**src/sv/gle_ram.sv**
```systemverilog
// ----------------------------------------------------------------------------
// gle_ram
// Single-port synchronous RAM, registered read, read-before-write.
// ----------------------------------------------------------------------------
module gle_ram #(
	parameter int Width = 8,
	parameter int Depth = 256
) (
	input  logic                     clk,
	input  logic                     we,
	input  logic [$clog2(Depth)-1:0] addr,
	input  logic [Width-1:0]         wdata,
	output logic [Width-1:0]         rdata
);
	logic [Width-1:0] mem [Depth];

	always_ff @(posedge clk) begin
		if (we) begin
			mem[addr] <= wdata;
		end
		rdata <= mem[addr];
	end
endmodule

```
**config.mk**
```make
export PLATFORM = sky130hd
export DESIGN_NAME = gle_ram
export DESIGN_NICKNAME = d
export VERILOG_FILES = /design/src/sv/gle_ram.sv
export SDC_FILE = /design/constraint.sdc
export NUM_CORES = 2
export LEC_CHECK = 0
export BUFFER_PORTS_ARGS = -buffer_cell sky130_fd_sc_hd__buf_4
export CORE_ASPECT_RATIO = 0.7
export CORE_UTILIZATION = 57
export DETAILED_ROUTE_END_ITERATION = 10
export GPL_TIMING_DRIVEN = 0
export PLACE_DENSITY = 0.76
export SKIP_LAST_GASP = 1
export SLEW_MARGIN = 20
export SYNTH_ARGS = -nofsm -noshare
export SYNTH_HDL_FRONTEND = slang
export SYNTH_SLANG_ARGS = --single-unit
```
**constraint.sdc**
```tcl
create_clock -name clk -period 2.5 [get_ports clk]
set_input_delay 0.125 -clock clk [delete_from_list [all_inputs] [get_ports clk]]
set_output_delay 0.125 -clock clk [all_outputs]
set_load 0.05 [all_outputs]
```
-- Yosys cells after proc, flatten, opt, wreduce, memory -nomap -nowiden
Memory sizes are Yosys's and may differ from the RTL's. A register that Yosys moved wholly into a read port is not among the register bits.
Index checks and enable logic that the tools add are counted.
- mux-type cells: 2
- operators by type and width (kind ; number):
    $mux 1 ; 2
- output and inout bits: 8
- RAM bits: 2048
- bits of input ports: 18
- register bits: 0
- memories: 1
- logic and storage cells: 3
- memories (memory ; depth ; width ; read ports ; clocked after Yosys merged registers in ; wr ports ; RTL line ; RTL):
    mem ; 256 ; 8 ; 1 ; 1 ; 1 ; 15 ; logic [Width-1:0] mem [Depth];

-- Longest topological paths before layout
- depth in word-level cells: 2
- depth in mapped cells: 10
- gate-level depth less buffers: 5

-- Worst setup path after synthesis
No wires, ideal clock.
- path type: in2reg
- start point: input addr[1]
- end point: memory mem[111][0], enable pin
- path slack: 0.156 ns
- path buffers: 5
- stages: 9
- required time: 2.130 ns
- arrival: 1.974 ns
- setup time: 0.370 ns
- cell sequence: buf_2 > clkbuf_1 > clkbuf_1 > nand2_1 > buf_2 > nor2_1 > nand2_1 > clkbuf_1 > nor2_1
- RTL lines (element ; RTL line ; RTL):
    start, declared ; 11 ; input logic [$clog2(Depth)-1:0] addr,
    end, declared ; 15 ;
No word-level cell before the write port.

==> summary.md <==
| Metric | Value |
|---|---|
| Buffer levels on the longest clock path | `3` |
| Share of cells above drive strength 1 | `31.9%` |
| Clock edge transition at the registers on the reported setup and hold paths | `0.07 ns` |
| Total Routing Usage GR | `30.5%` |
| Antenna violations before repair | `12` |
| Worst Reg2Reg Path Length in Cells | `5` |
| Sinks on the clock net | `2,056` |
| Req. time, crit path | `3.03 ns` |
| Root buffer selected by CTS | `sky130_fd_sc_hd__clkbuf_16` |
| Final TNS setup | `-36.25 ns` |
| Final number of max-transition violations | `0` |
| Hold Crit Start | `addr[7]` |
| Final setup slack of the worst path | `-0.300 ns` |
| Final Routed Wirelength | `210,000 um` |
| Final Skew | `0.0326 ns` |
| Shortest period the worst path allows | `2.80 ns` |
| Number of standard-cell rows in the floorplan | `113` |
| Mean post-synth cell area | `22.1 um2` |
| Combinational share of power | `5.6%` |
| Critical Setup Path Class | `flop to flop` |
| Worst Setup End Kind | `flop` |
| Power density over the cells | `766 nW/um2` |
| DRT Pass-1 Iters | `9` |
| Final clock period utilization by the worst path | `112%` |
| Area of the die | `139,000 um2` |
| Die width | `446 um` |
| Total of warnings raised by yosys | `0` |
| Slack of the worst reg-to-reg path | `-0.30 ns` |
| Power dissipated by switching net loads | `15.1 mW` |
| Number of global-route vias before repair | `39,200` |
| Total power | `68.3 mW` |
| IO Port Bufs | `21` |
| DRT iter0 DRCs | `7,406` |
| Post-synth cell types | `22` |
| Effective utilization at floorplan | `57.6%` |
| Number of violations of the max-capacitance limit | `0` |
| Unrepaired setup endpoints after global routing | `yes` |
| Routed via count | `40,600` |
| Critical path buffer and inverter count | `0` |
| Most common cell after layout, fill and taps aside | `sky130_fd_sc_hd__edfxtp_1` |
| Post-Place Cells | `5,430` |
| Startpoint of the worst-slack reg-to-reg timing path | `mem[238][5]$_DFFE_PP_` |
| CTS HTree Levels | `4` |
| Hold violation count in the final report | `0` |
| Final GP Congestion | `1.09` |
| Number of nets in the final layout | `3,800` |
| Total standard cell area after synthesis | `78,500 um2` |
| Part of the total power dissipated in sequential elements | `55.6%` |
| Share of the yosys chip area belonging to registers | `78.6%` |
| Number of failing setup endpoints in the final timing report | `601` |
| Cts bufs inserted | `179` |
| Area added between synthesis and finish | `13.6%` |
| Launching element type of the critical path | `flop` |
| Capture point of the worst reg-to-reg path | `rdata[5]$_DFF_P_` |
| Residual DRC | `0` |
| Largest driver fanout on the critical path | `1` |
| Wire per inst | `36.4 um` |
| Remaining antenna violation count after routing | `0` |
| Number of cells in the finished layout apart from fillers | `5,770` |
| WP data arrival | `3.33 ns` |
| Leak Pwr | `26.6 nW` |
| Post-Syn Nets | `3,565` |
| TritonCTS clock tree | `built` |
| Outcome | `finished, violations left` |
| Clock network fraction of design power | `38.7%` |
| Placeable core region | `136,000 um2` |
| Max transition margin | `15.0%` |
| Highest achievable clock rate | `0.357 GHz` |
| Cell internal pwr | `53.2 mW` |
| Worst slack on hold paths | `0.0919 ns` |
| Cell-by-cell trace of the critical path | `mux4_2 > a22oi_2 > a21oi_1 > o41ai_2 > nand4_1` |
| Floorplan die height | `312 um` |
| Family with the most delay on the worst path | `compound AO/OA/AOI/OAI gates` |
| Pin slew with the least headroom to its limit | `1.27 ns` |
| Total I/O pin count | `26` |
| Via density per instance | `7.04` |
| Flip-flop and latch count after synthesis | `2,056` |
| Fillers | `8,275` |
| Crit-path max cell delay | `0.53 ns` |
| Latest clock arrival within the worst-skew pair | `0.84 ns` |
| First-pass GRT wire length | `292,000 um` |
| Violations in the final reports | `negative setup slack` |
| Worst IR Drop VDD | `0.000682 V` |
| Sum of net half-perimeters after detailed placement | `135,000 um` |
| Kind of path behind the tightest hold check | `input port to flop` |
| Instance count of the mapped netlist | `3,547` |
| Global route overflow | `0` |
| Hold Path Cell Cnt | `4` |
| Pin count of the biggest net entering global routing | `129` |
| Sw Share | `22.1%` |
| Slowest-stage cell, CP | `sky130_fd_sc_hd__o41ai_2` |
| Most frequent cells in the layout | `2,048 x sky130_fd_sc_hd__edfxtp_1, 512 x sky130_fd_sc_hd__mux4_2, 221 x sky130_fd_sc_hd__a22oi_1` |
| Fraction of the core area covered by cells at the end of the flow | `65.5%` |
| Worst Hold Path EP | `mem[5][7]$_DFFE_PP_` |
layer usage:
layer	routed length, um	GRT usage, %	vias up
met5	117	0.304	-
met4	9670	12.9	12
met3	36500	12.3	590
met1	75700	44.6	20900
met2	88200	40.7	3542
li1	-	-	15600
sequential cells by signal, indices dropped and copies added, names as in the netlist:
register,cells
mem,2048
rdata,8
how the worst max path moves through the flow:
stage / from / to / slack [ns] / cells after the start
2_1_floorplan: addr[1] / mem[111][0]$_DFFE_PP_ / 0.16 / 9
3_3_place_gp: addr[3] / mem[240][0]$_DFFE_PP_ / -2.97 / 7
3_5_place_dp: addr[3] / mem[240][0]$_DFFE_PP_ / -2.28 / 7
4_1_cts: addr[0] / mem[135][0]$_DFFE_PP_ / -0.15 / 8
5_1_grt: addr[0] / mem[119][3]$_DFFE_PP_ / -0.21 / 8
6_report: mem[238][5]$_DFFE_PP_ / rdata[5]$_DFF_P_ / -0.30 / 5
tightest hold or removal path, cell delays in order:
cell                      delay, ns
sky130_fd_sc_hd__buf_4         0.09
sky130_fd_sc_hd__nor2_1        0.09
sky130_fd_sc_hd__nand2_1       0.22
sky130_fd_sc_hd__nor2_2        0.18
cell families (layout without fill, tap and decap cells):
kind of cell	after synthesis	after routing	share of synthesized area [%]
buffers and inverters	233	611	1.40
and+or+nand+nor	330	330	1.73
AOI/OAI and AO/OA	416	416	3.62
DFF	2056	2056	78.6
muxes	512	512	14.7
other	0	5	0
repair_timing:
action / in CTS / in global routing
cloned: 0 / 0
endpoints found under the setup margin: 1912 / 1107
hold buffers: 8 / 0
resized for setup: 389 / 148
pin swaps: 13 / 20
hold endpoints to repair: 579 / 0
buffers inserted: 0 / 3
through the flow:
step | instance area, um2 | worst slack, ns
floorplan | 78500 | 0.156
global placement | 81000 | -2.97
detailed placement | 81800 | -2.28
CTS | 88600 | -0.153
global route | 89200 | -0.214
finish | 89200 | -0.300
cell type report:
type | count | area [um2] | area share, %
Inverter | 1 | 3.75 | 0.00421
Clock inverter | 106 | 743 | 0.833
Multi-Input combinational cell | 1258 | 17500 | 19.7
Buffer | 232 | 1310 | 1.47
Clock buffer | 218 | 4670 | 5.23
Sequential cell | 2056 | 61700 | 69.1
Antenna cell | 5 | 12.5 | 0.0140
Timing Repair Buffer | 54 | 956 | 1.07
Tap cell | 1840 | 2300 | 2.58
Yosys cell counts, drive strengths merged:
master	count	area share [%]
inv	1	0.0048
o41ai	32	0.36
nand3	13	0.083
and2	3	0.024
buf	87	0.70
or2	2	0.016
nor3	30	0.19
dfxtp	8	0.20
nand2	28	0.13
nor2	232	1.1
nand2b	6	0.048
nor2b	7	0.056
clkbuf	145	0.69
edfxtp	2048	78
a22oi	256	2.4
or3	1	0.0080
a21oi	128	0.82
mux4	512	15
nand4	8	0.064
power groups by stage:
stage | clock network (mW) | logic, mW | registers, mW
final | 26.5 | 3.85 | 38.0
after detailed placement | 0 | 3.52 | 38.7
after floorplan | 0 | 1.69 | 38.8
after CTS | 26.5 | 3.65 | 38.0
after global placement | 0 | 3.31 | 38.8
after global routing | 27.7 | 3.92 | 38.0
(Power assumes the default switching activity.)
