## config.mk

```make
export PLATFORM = sky130hd
export DESIGN_NAME = gle_packer_flat
export DESIGN_NICKNAME = d
export VERILOG_FILES = /design/src/sv/gle_pkg.sv /design/src/sv/gle_stream_if.sv /design/src/sv/gle_packer.sv /design/src/flat_wrapper.sv
export SDC_FILE = /design/constraint.sdc
export NUM_CORES = 1
export LEC_CHECK = 0
export BUFFER_PORTS_ARGS = -buffer_cell sky130_fd_sc_hd__buf_2
export CAP_MARGIN = 20
export CORE_MARGIN = 5
export CORE_UTILIZATION = 48
export CTS_CLUSTER_SIZE = 25
export DETAILED_ROUTE_END_ITERATION = 6
export PLACE_DENSITY = 0.82
export SETUP_SLACK_MARGIN = 0.05
export SYNTH_ARGS = -nofsm -noshare
export SYNTH_HDL_FRONTEND = slang
export SYNTH_SLANG_ARGS = --single-unit
```

## constraint.sdc

```tcl
create_clock -name clk -period 2.4 [get_ports clk]
set_input_delay 0.48 -clock clk [delete_from_list [all_inputs] [get_ports clk]]
set_output_delay 0.48 -clock clk [all_outputs]
set_load 0.05 [all_outputs]
```

## src/sv/gle_pkg.sv

```systemverilog
// ----------------------------------------------------------------------------
// gle_pkg
// Shared types and constants of the GIF LZW encoder.
// ----------------------------------------------------------------------------
package gle_pkg;

	localparam int CodeLimitDef     = 4095;
	localparam int SubblockBytesDef = 255;
	localparam int DictDepth        = 4096;

	localparam logic [11:0] NoCode     = 12'hFFF;
	localparam logic [12:0] NoPattern  = 13'h1FFF;
	localparam logic [11:0] ClearCode  = 12'd256;
	localparam logic [11:0] EndCode    = 12'd257;
	localparam logic [11:0] FirstFree  = 12'd258;
	localparam logic [3:0]  StartWidth = 4'd9;
	localparam logic [3:0]  MaxWidth   = 4'd12;

	// input word
	typedef struct packed {
		logic [7:0] pixel;
		logic       last_pixel;
	} pix_word_t;

	// output word
	typedef struct packed {
		logic [7:0] out_byte;
		logic       subblock_end;
		logic       run_last;
		logic       stream_end;
	} byte_word_t;

	// one dictionary entry: node fields of a code plus the root of its suffix tree
	typedef struct packed {
		logic [7:0]  suffix;
		logic [11:0] less;
		logic [11:0] greater;
		logic [11:0] root;
	} entry_t;

	// command from the sequencer to the bit packer
	typedef struct packed {
		logic        put;
		logic [11:0] code;
		logic [3:0]  width;
		logic        flush;
		logic        finish;
		logic        last;
	} pk_cmd_t;

	typedef struct packed {
		logic idle;
	} pk_sts_t;

endpackage

```

## src/sv/gle_stream_if.sv

```systemverilog
// ----------------------------------------------------------------------------
// gle_stream_if
// Valid/ready channel carrying one word per handshake.
// ----------------------------------------------------------------------------
interface gle_stream_if #(
	parameter type T = logic
);
	logic valid;
	logic ready;
	T     data;

	modport source (output valid, output data, input ready);
	modport sink   (input valid, input data, output ready);
endinterface

```

## src/sv/gle_packer.sv

```systemverilog
// ----------------------------------------------------------------------------
// gle_packer
// Packs codes LSB first into bytes, counts sub-blocks, and holds one byte back
// so the end-of-item flags can be set on the final byte of each input word.
// ----------------------------------------------------------------------------
module gle_packer #(
	parameter int SUBBLOCK_BYTES = gle_pkg::SubblockBytesDef
) (
	input  logic             clk,
	input  logic             arst_n,
	input  gle_pkg::pk_cmd_t cmd,
	output gle_pkg::pk_sts_t sts,
	gle_stream_if.source     bytes
);
	logic [23:0]         acc_q;
	logic [4:0]          cnt_q;
	logic                flush_q;
	logic                fin_q;
	logic                fin_last_q;
	logic                pend_v_q;
	logic [7:0]          pend_byte_q;
	logic                pend_close_q;
	logic [7:0]          sub_cnt_q;
	logic                out_v_q;
	gle_pkg::byte_word_t out_q;

	logic        out_free;
	logic        drain_need;
	logic        do_drain;
	logic        do_fin;
	logic [12:0] mask;
	logic [11:0] masked;
	logic [8:0]  sub_next;
	logic        closes;

	// masking and byte-close decision
	assign mask       = (13'd1 << cmd.width) - 13'd1;
	assign masked     = 12'({1'b0, cmd.code} & mask);
	assign out_free   = !out_v_q || bytes.ready;
	assign drain_need = (cnt_q >= 5'd8) || (flush_q && (cnt_q != 5'd0));
	assign do_drain   = drain_need && out_free;
	assign do_fin     = fin_q && (!pend_v_q || out_free);
	assign sub_next   = {1'b0, sub_cnt_q} + 9'd1;
	assign closes     = sub_next >= 9'(SUBBLOCK_BYTES);

	assign sts.idle    = !drain_need && !fin_q;
	assign bytes.valid = out_v_q;
	assign bytes.data  = out_q;

	always_ff @(posedge clk or negedge arst_n) begin
		if (!arst_n) begin
			acc_q        <= '0;
			cnt_q        <= '0;
			flush_q      <= 1'b0;
			fin_q        <= 1'b0;
			fin_last_q   <= 1'b0;
			pend_v_q     <= 1'b0;
			pend_byte_q  <= '0;
			pend_close_q <= 1'b0;
			sub_cnt_q    <= '0;
			out_v_q      <= 1'b0;
			out_q        <= '0;
		end else begin
			if (out_v_q && bytes.ready) begin
				out_v_q <= 1'b0;
			end
			// new code into the accumulator
			if (cmd.put) begin
				acc_q <= acc_q | (24'(masked) << cnt_q);
				cnt_q <= cnt_q + 5'(cmd.width);
				if (cmd.flush) begin
					flush_q <= 1'b1;
				end
			end
			if (cmd.finish) begin
				fin_q      <= 1'b1;
				fin_last_q <= cmd.last;
			end
			// one byte per cycle while the output register is free; the held byte moves on to the output
			if (do_drain) begin
				if (pend_v_q) begin
					out_v_q <= 1'b1;
					out_q   <= '{out_byte: pend_byte_q, subblock_end: pend_close_q,
						run_last: 1'b0, stream_end: 1'b0};
				end
				pend_v_q     <= 1'b1;
				pend_byte_q  <= acc_q[7:0];
				pend_close_q <= closes;
				sub_cnt_q    <= closes ? 8'd0 : sub_next[7:0];
				acc_q        <= acc_q >> 8;
				cnt_q        <= (cnt_q >= 5'd8) ? cnt_q - 5'd8 : 5'd0;
			end
			// end of item: release held byte with the run flags
			if (do_fin) begin
				if (pend_v_q) begin
					out_v_q <= 1'b1;
					out_q   <= '{out_byte: pend_byte_q,
						subblock_end: pend_close_q | fin_last_q,
						run_last: 1'b1, stream_end: fin_last_q};
				end
				pend_v_q <= 1'b0;
				fin_q    <= 1'b0;
				if (fin_last_q) begin
					sub_cnt_q <= '0;
					acc_q     <= '0;
					cnt_q     <= '0;
					flush_q   <= 1'b0;
				end
			end
		end
	end
endmodule

```

## src/flat_wrapper.sv

```systemverilog
// flat-port wrapper written by rule: the top's interface ports become plain ports
module gle_packer_flat 
#(
	parameter int SUBBLOCK_BYTES = gle_pkg::SubblockBytesDef
)
  (clk, arst_n, cmd, sts, bytes_valid, bytes_data, bytes_ready);
  gle_stream_if bytes_i ();
  input  logic clk;
  input  logic arst_n;
  input  gle_pkg::pk_cmd_t cmd;
  output gle_pkg::pk_sts_t sts;
  output wire logic [$bits(bytes_i.valid)-1:0] bytes_valid;
  output wire logic [$bits(bytes_i.data)-1:0] bytes_data;
  input wire logic [$bits(bytes_i.ready)-1:0] bytes_ready;
  assign bytes_valid = bytes_i.valid;
  assign bytes_data = bytes_i.data;
  assign bytes_i.ready = bytes_ready;
  gle_packer #(.SUBBLOCK_BYTES(SUBBLOCK_BYTES)) u_core (.clk(clk), .arst_n(arst_n), .cmd(cmd), .sts(sts), .bytes(bytes_i));
endmodule
```

# Yosys cells after proc, flatten, opt, wreduce, memory -nomap -nowiden
# Cells that the tools add are included.
[word_totals]
ff_bits = 62
word_cells = 70
input_bits = 23
out_inout_bits = 3
[classes]
bitwise_logic = 3
magnitude_cmp = 2
n_addsub = 4
n_mux = 30
shift = 2
reduce_logical = 15
[ops]
columns = ["cell", "n"]
rows = [
  ["2-to-1 mux 24 bit", 4],
  ["2-to-1 mux 11 bit", 4],
  ["2-to-1 mux 8 bit", 4],
  ["2-to-1 mux 5 bit", 5],
  ["bitwise OR 24 bit", 1],
  ["<< shifter 12 x 5 -> 24 bit", 1],
  ["2-to-1 mux 1 bit", 13],
  ["bitwise AND 12 bit", 1],
  ["<< shifter 1 x 4 -> 12 bit (first input constant)", 1],
  ["subtractor 12 x 1 -> 12 bit (second input constant)", 1],
  ["adder 8 x 1 -> 9 bit (second input constant)", 1],
  ["greater-or-equal comparator 9 x 8 -> 1 bit (second input constant)", 1],
  ["adder 5 x 4 -> 5 bit", 1],
  ["greater-or-equal comparator 5 x 4 -> 1 bit (second input constant)", 1],
  ["logical AND 1 bit", 5],
  ["nonzero test 5 bit", 1],
  ["subtractor 5 x 4 -> 5 bit (second input constant)", 1],
  ["zero test 1 bit", 4],
  ["nonzero test 2 bit", 2],
  ["logical OR 1 bit", 3],
  ["bitwise OR 1 bit", 1],
]

# Depth between registers and ports, before layout
# Gate-level depths: netlist of the first run.
[depth]
depth_word = 9
mapped_depth = 6
ltp_nobuf = 6

# Worst setup path before layout of the first run
# No wires, ideal clock.
[synth_timing]
path_type = "register to output"
from = "register u_core.cnt_q[1]"
to = "output sts"
t_required_ps = 1920
path_slack_ps = 410
t_arrival_ps = 1510
n_path_buf = 0
stages_incl_launch_ff = 3
cell_sequence = "dfrtp_1 > o41ai_2 > o2111a_1"
[synth_via]
elab_chain_cells = 5
elab_cells_between_ends = 6
classes_between = "order compare (1); reduce/logical (5)"
[synth_lines]
columns = ["item", "line", "rtl"]
rows = [
  ["start, declared", "gle_packer.sv:16", "logic [4:0] cnt_q;"],
  ["start signal, assigned", "gle_packer.sv:70", "cnt_q <= cnt_q + 5'(cmd.width);"],
  ["start signal, assigned", "gle_packer.sv:91", "cnt_q <= (cnt_q >= 5'd8) ? cnt_q - 5'd8 : 5'd0;"],
  ["parallel branches: the longest is 2 deep, another holds greater-or-equal comparator 5 x 4 -> 1 bit", "n/a", ""],
  ["logical OR 1 bit (*)", "gle_packer.sv:40", "assign drain_need = (cnt_q >= 5'd8) || (flush_q && (cnt_q != 5'd0));"],
  ["zero test 1 bit (*)", "gle_packer.sv:46", "assign sts.idle = !drain_need && !fin_q;"],
  ["logical AND 1 bit (*)", "gle_packer.sv:46", ""],
  ["end, declared", "flat_wrapper.sv:11", "output gle_pkg::pk_sts_t sts;"],
]
# Mark *: on every way between the ends.

# Worst setup path after layout of the first run
# Ends and elaborated chain as after synthesis.

==> results of run 1 <==
cells by family (layout without fill, tap and decap cells):
| kind of cell | count (synthesis) | count (layout) | synth area share |
|---|---|---|---|
| buf+inv | 6 | 22 | 0.0320 |
| xor+xnor | 2 | 2 | 0.0236 |
| fa+ha+maj | 6 | 6 | 0.111 |
| simple gates | 27 | 27 | 0.206 |
| compound gates | 21 | 21 | 0.228 |
| mux | 2 | 2 | 0.0287 |
| flops | 11 | 11 | 0.371 |
cells in the final DEF, fill, tap and decap left out, types with 2 or more instances in the layout:
cell and n:
a211oi_1 2, o2111a_1 2, nor2_1 2, buf_2 13, nand4_1 2, o21ai_0 6
nand3_1 4, dfrtp_1 10, nand3b_1 3, nor3_1 2, ha_1 5, nand2_1 6
o22ai_1 2, nand2b_1 2, clkbuf_4 3, a21oi_1 2, inv_1 4
per-stage QoR:
stage	hold WS (ns)	cell area, um2	setup WS [ns]
global route	0.0683	857	0.0571
global placement	0.361	826	0.330
detailed placement	0.371	826	0.323
finish	0.0633	857	0.111
floorplan	0.184	742	0.410
CTS	0.0703	856	0.0891
Yosys cell counts, drive strengths merged, types with 2 or more instances:
library cell,n
a211oi,2
a21oi,2
dfrtp,11
ha,5
inv,4
nand2,6
nand2b,2
nand3,4
nand3b,3
nand4,2
nor2,2
nor3,2
o2111a,2
o21ai,6
o22ai,2
critical path, stage by stage, from the launching register on:
cell      delay [ns]
dfrtp_2         0.45
or4_4           0.59
o2111a_1        0.28
buf_2           0.22
final cells by class:
type	instances	area, um2
fill	135	632
multi-input combinational	58	447
sequential	11	277
timing repair buffer	14	72.6
clock buffer	4	26.3
tap	16	20.0
inverter	4	15.0
power by group:
part	internal, mW	total [mW]	switching [mW]	leakage (nW)
Sequential	0.261	0.340	0.0784	0.132
Combinational	0.255	0.617	0.362	0.256
Clock	0.0645	0.128	0.0631	0.0150
per-layer routing:
metal / global-route usage / routed length, um / up-vias
li1: - / - / 318
met1: 0.171 / 708 / 315
met2: 0.260 / 805 / 16
met3: 0.0367 / 98 / 4
met4: 0.0807 / 30 / 0
met5: 0 / 0 / -
path summary, 6_finish.rpt:
kind                                    from                 to  cells past startpoint
setup / recovery             u_core.cnt_q[1]                sts                      3
hold / removal                        arst_n  u_core.bytes.data                      1
setup reg to reg             u_core.cnt_q[0]    u_core.cnt_q[4]                      6
hold reg to reg            u_core.bytes.data  u_core.bytes.data                      2
max in group asynchronous             arst_n    u_core.cnt_q[1]                      1
min in group clk                      cmd[0]  u_core.fin_last_q                      2
state kept, by name, summed over array words and instances, names as in the netlist:
name,cells
u_core.flush_q,1
u_core.pend_v_q,1
u_core.bytes.data,1
u_core.fin_last_q,1
u_core.cnt_q,5
u_core.bytes.valid,1
u_core.fin_q,1
repair_timing:
| action | in CTS | in global routing |
|---|---|---|
| resized for setup | 1 | 1 |
| cloned | 0 | 0 |
| endpoints found under the setup margin | 1 | 1 |
| pin swaps | 0 | 0 |
| setup buffers | 0 | 0 |
==> results_dict.tcl, run 1 <==
set metrics [dict create \
    synth-seq-cells 11 \
    yosysUniqueCellTypes 35 \
    pin_count 26 \
    finish.utilization 0.576 \
    drc_errors 0 \
    yosysTopAreaCell "dfrtp_1" \
    htree_levels 1 \
    layout_min_cycle_time_ns 2.29 \
    maxSlewHeadroom 0.667 \
    avgRoutedWirePerCell_um 15.3 \
    start_util 0.498 \
    synthToLayoutAreaGrowth_pct 15.5 \
    setup_viol_count_final 0 \
    die_height_um 49.3 \
    cts_buffer_depth 2 \
    tns_ns 0 \
    drt_first_iter_violations 16 \
    ant_nets 0 \
    netlist_instances 75 \
    synthTopCellsByArea "dfrtp_1 (37%), ha_1 (8.4%), o21ai_0 (4.0%)" \
    via_per_inst 6.10 \
    avgSynthCellArea_um2 9.89 \
    drive_above_1_share 0.253 \
    r2r_slack_ns 0.53 \
    outcome "finished clean" \
    cp-end-kind "primary output" \
    worstHoldPathType "in2async" \
    num_vias 653 \
    worstMarginPinSlew_ns 0.499 \
    ir_worst_vdd_mv 0.672 \
    cts_tree "done" \
    clock_latency_ns 0.27 \
    slew_viol_final 0 \
    syn_nets 104 \
    place_inst 103 \
    p_leak_nw 0.403 \
    first_pass_iters 4 \
    cap_violations 0 \
    nets 121 \
    cellPowerDensity_nw_per_um2 1260 \
    critPathArrivalTime_ns 1.81 \
    antenna_cells 0 \
    grt_usage 0.152 \
    finalHoldViolCount 0 \
    async_flop_share 1.00 \
    die_area_um2 2430 \
    place_congestion 0.756 \
    fin_crit_sh 0.954 \
    io_buffer_count 13 \
    synth_top_cell_area_share 0.371 \
    crit_type "reg2out" \
    overflow 0 \
    design_power_total_mw 1.08 \
    grt_setup_unrepaired "no" \
    routed_wl_um 1640 \
    grt_first_pass_wirelength_um 2860 \
    root_buffer "clkbuf_4" \
    synth_edf_count 0 \
    finClkSkew_ns 0.00224 \
    syn_area_um2 742 \
    fp.dieW_um 49.3 \
    cts.sinks 11 \
    grt_pass1_vias 679 \
    required_ns 1.92 \
    ctsHoldBuffers 0 \
    grt_max_degree 12 \
    cts_inserted_buffers 3 \
    path_max_fanout 6 \
    core_area_um2 1490 \
    ys_seq_area_frac 0.371 \
    maxClockFrequency_mhz 437 \
    final_cells 107 \
    clk_pin_slew_ns 0.07 \
    worstSetupStartpointType "flop" \
    antenna_found_initial 0 \
    rows 14 \
    synth_warnings 0 \
    synth_flop_cell "dfrtp_1" \
]
Power figures use the tool's default switching activity.
==> run 2, diff against run 1 <==
Clock period 2.4 ns to 2.56 ns, I/O delays scaled along.
==> run 2 against run 1 <==
Global-route usage down 1.2 points. Via count up 1.2%. Clock skew barely moved. Die area is the same. Clock power fell by 8%. Critical endpoint unchanged. Largest power group unchanged.
==> results_dict.tcl, run 2 (synthesis gave the netlist of run 1 again) <==
set metrics [dict create \
    outcome "finished clean" \
    fin_ws_ns 0.138 \
    ant_nets 0 \
    antenna_cells 0 \
    cts.sinks 11 \
    grt_pass1_vias 654 \
    critPathArrivalTime_ns 1.91 \
    worstMarginPinSlew_ns 0.515 \
    die_height_um 49.3 \
    worstSetupStartpointType "flop" \
    grt_usage 0.140 \
    synthToLayoutAreaGrowth_pct 13.8 \
    routed_wl_um 1650 \
    num_vias 661 \
    clock_latency_ns 0.27 \
    fp.dieW_um 49.3 \
    worstHoldPathType "in2async" \
    avgRoutedWirePerCell_um 15.5 \
    mostFrequentLayoutCells "buf_2 (13), dfrtp_1 (11), nand2_1 (6), o21ai_0 (6), ha_1 (5)" \
    grt_max_degree 12 \
    finish.utilization 0.567 \
    finalHoldViolCount 0 \
    drive_above_1_share 0.222 \
    p_leak_nw 0.398 \
    dpl_worst_slack_ns 0.438 \
    overflow 0 \
    cap_violations 0 \
    htree_levels 1 \
    dp_hpwl_um 1290 \
    nets 120 \
    cts_buffer_depth 2 \
    required_ns 2.05 \
    cp-end-kind "primary output" \
    ir_worst_vdd_mv 0.566 \
    finClkSkew_ns 0.00203 \
    grt_first_pass_wirelength_um 2680 \
    die_area_um2 2430 \
    slew_viol_final 0 \
    path_max_fanout 6 \
    cellPowerDensity_nw_per_um2 1180 \
    maxSlewHeadroom 0.656 \
    layout_min_cycle_time_ns 2.42 \
    regMostFlops "u_core.cnt_q" \
    io_buffer_count 13 \
    rows 14 \
    cts_tree "done" \
    ctsHoldBuffers 0 \
    cts_inserted_buffers 3 \
    start_util 0.498 \
    fin_crit_sh 0.946 \
    clk_pin_slew_ns 0.07 \
    antenna_found_initial 0 \
    crit_type "reg2out" \
    post_cts_buffers 0 \
    layout_commonest_cell "buf_2" \
    largest_reg_flops 5 \
    drt_first_iter_violations 1 \
    drc_errors 0 \
    via_per_inst 6.24 \
    root_buffer "clkbuf_4" \
    first_pass_iters 4 \
    pin_count 26 \
    maxClockFrequency_mhz 413 \
    place_congestion 0.736 \
    setup_viol_count_final 0 \
    postCtsResizedCells 0 \
    core_area_um2 1490 \
    tns_ns 0 \
    grt_setup_unrepaired "no" \
]
run 2: worst max-delay path, cell delays in order (launching register included):
cell      delay [ns]
dfrtp_1         0.45
or4_1           0.66
o2111a_1        0.31
buf_2           0.22
run 2: final cells by class:
| type | count | area [um2] |
|---|---|---|
| Inverter | 4 | 15.0 |
| Multi-Input combinational cell | 58 | 443 |
| Tap cell | 16 | 20.0 |
| Fill cell | 131 | 644 |
| Sequential cell | 11 | 275 |
| Timing Repair Buffer | 13 | 65.1 |
| Clock buffer | 4 | 26.3 |
run 2: power breakdown:
part           internal [mW]  switching [mW]  total, mW
clock                 0.0604          0.0572      0.118
combinational          0.220           0.343      0.563
sequential             0.244          0.0696      0.313
total                  0.524           0.469      0.994
run 2: per-stage QoR:
stage / power, mW / std cells / instance area [um2] / hold WS, ns
2_1_floorplan: 0.752 / 75 / 742 / 0.216
3_3_place_gp: 0.846 / 102 / 818 / 0.393
3_5_place_dp: 0.876 / 102 / 818 / 0.398
4_1_cts: 0.996 / 106 / 845 / 0.107
5_1_grt: 1.07 / 106 / 845 / 0.115
6_report: 0.994 / 106 / 845 / 0.103
run 2: path summary, 6_finish.rpt:
kind	startpoint	end	slack [ns]	depth (start not counted)
max in group asynchronous	arst_n	u_core.cnt_q[2]	2.25	1
max reg2reg	u_core.cnt_q[0]	u_core.cnt_q[4]	0.64	6
min reg2reg	u_core.bytes.data	u_core.bytes.data	0.51	2
min in group clk	cmd[1]	u_core.fin_q	0.47	3
min	arst_n	u_core.bytes.valid	0.10	1
max	u_core.cnt_q[1]	sts	0.14	3
run 2: metal layers:
metal / global-route usage / share of wire / wire (um)
met1: 0.169 / 0.44 / 728
met2: 0.234 / 0.48 / 784
met5: 0 / 0 / 0
met4: 0.0673 / 0.017 / 28
met3: 0.0275 / 0.065 / 107
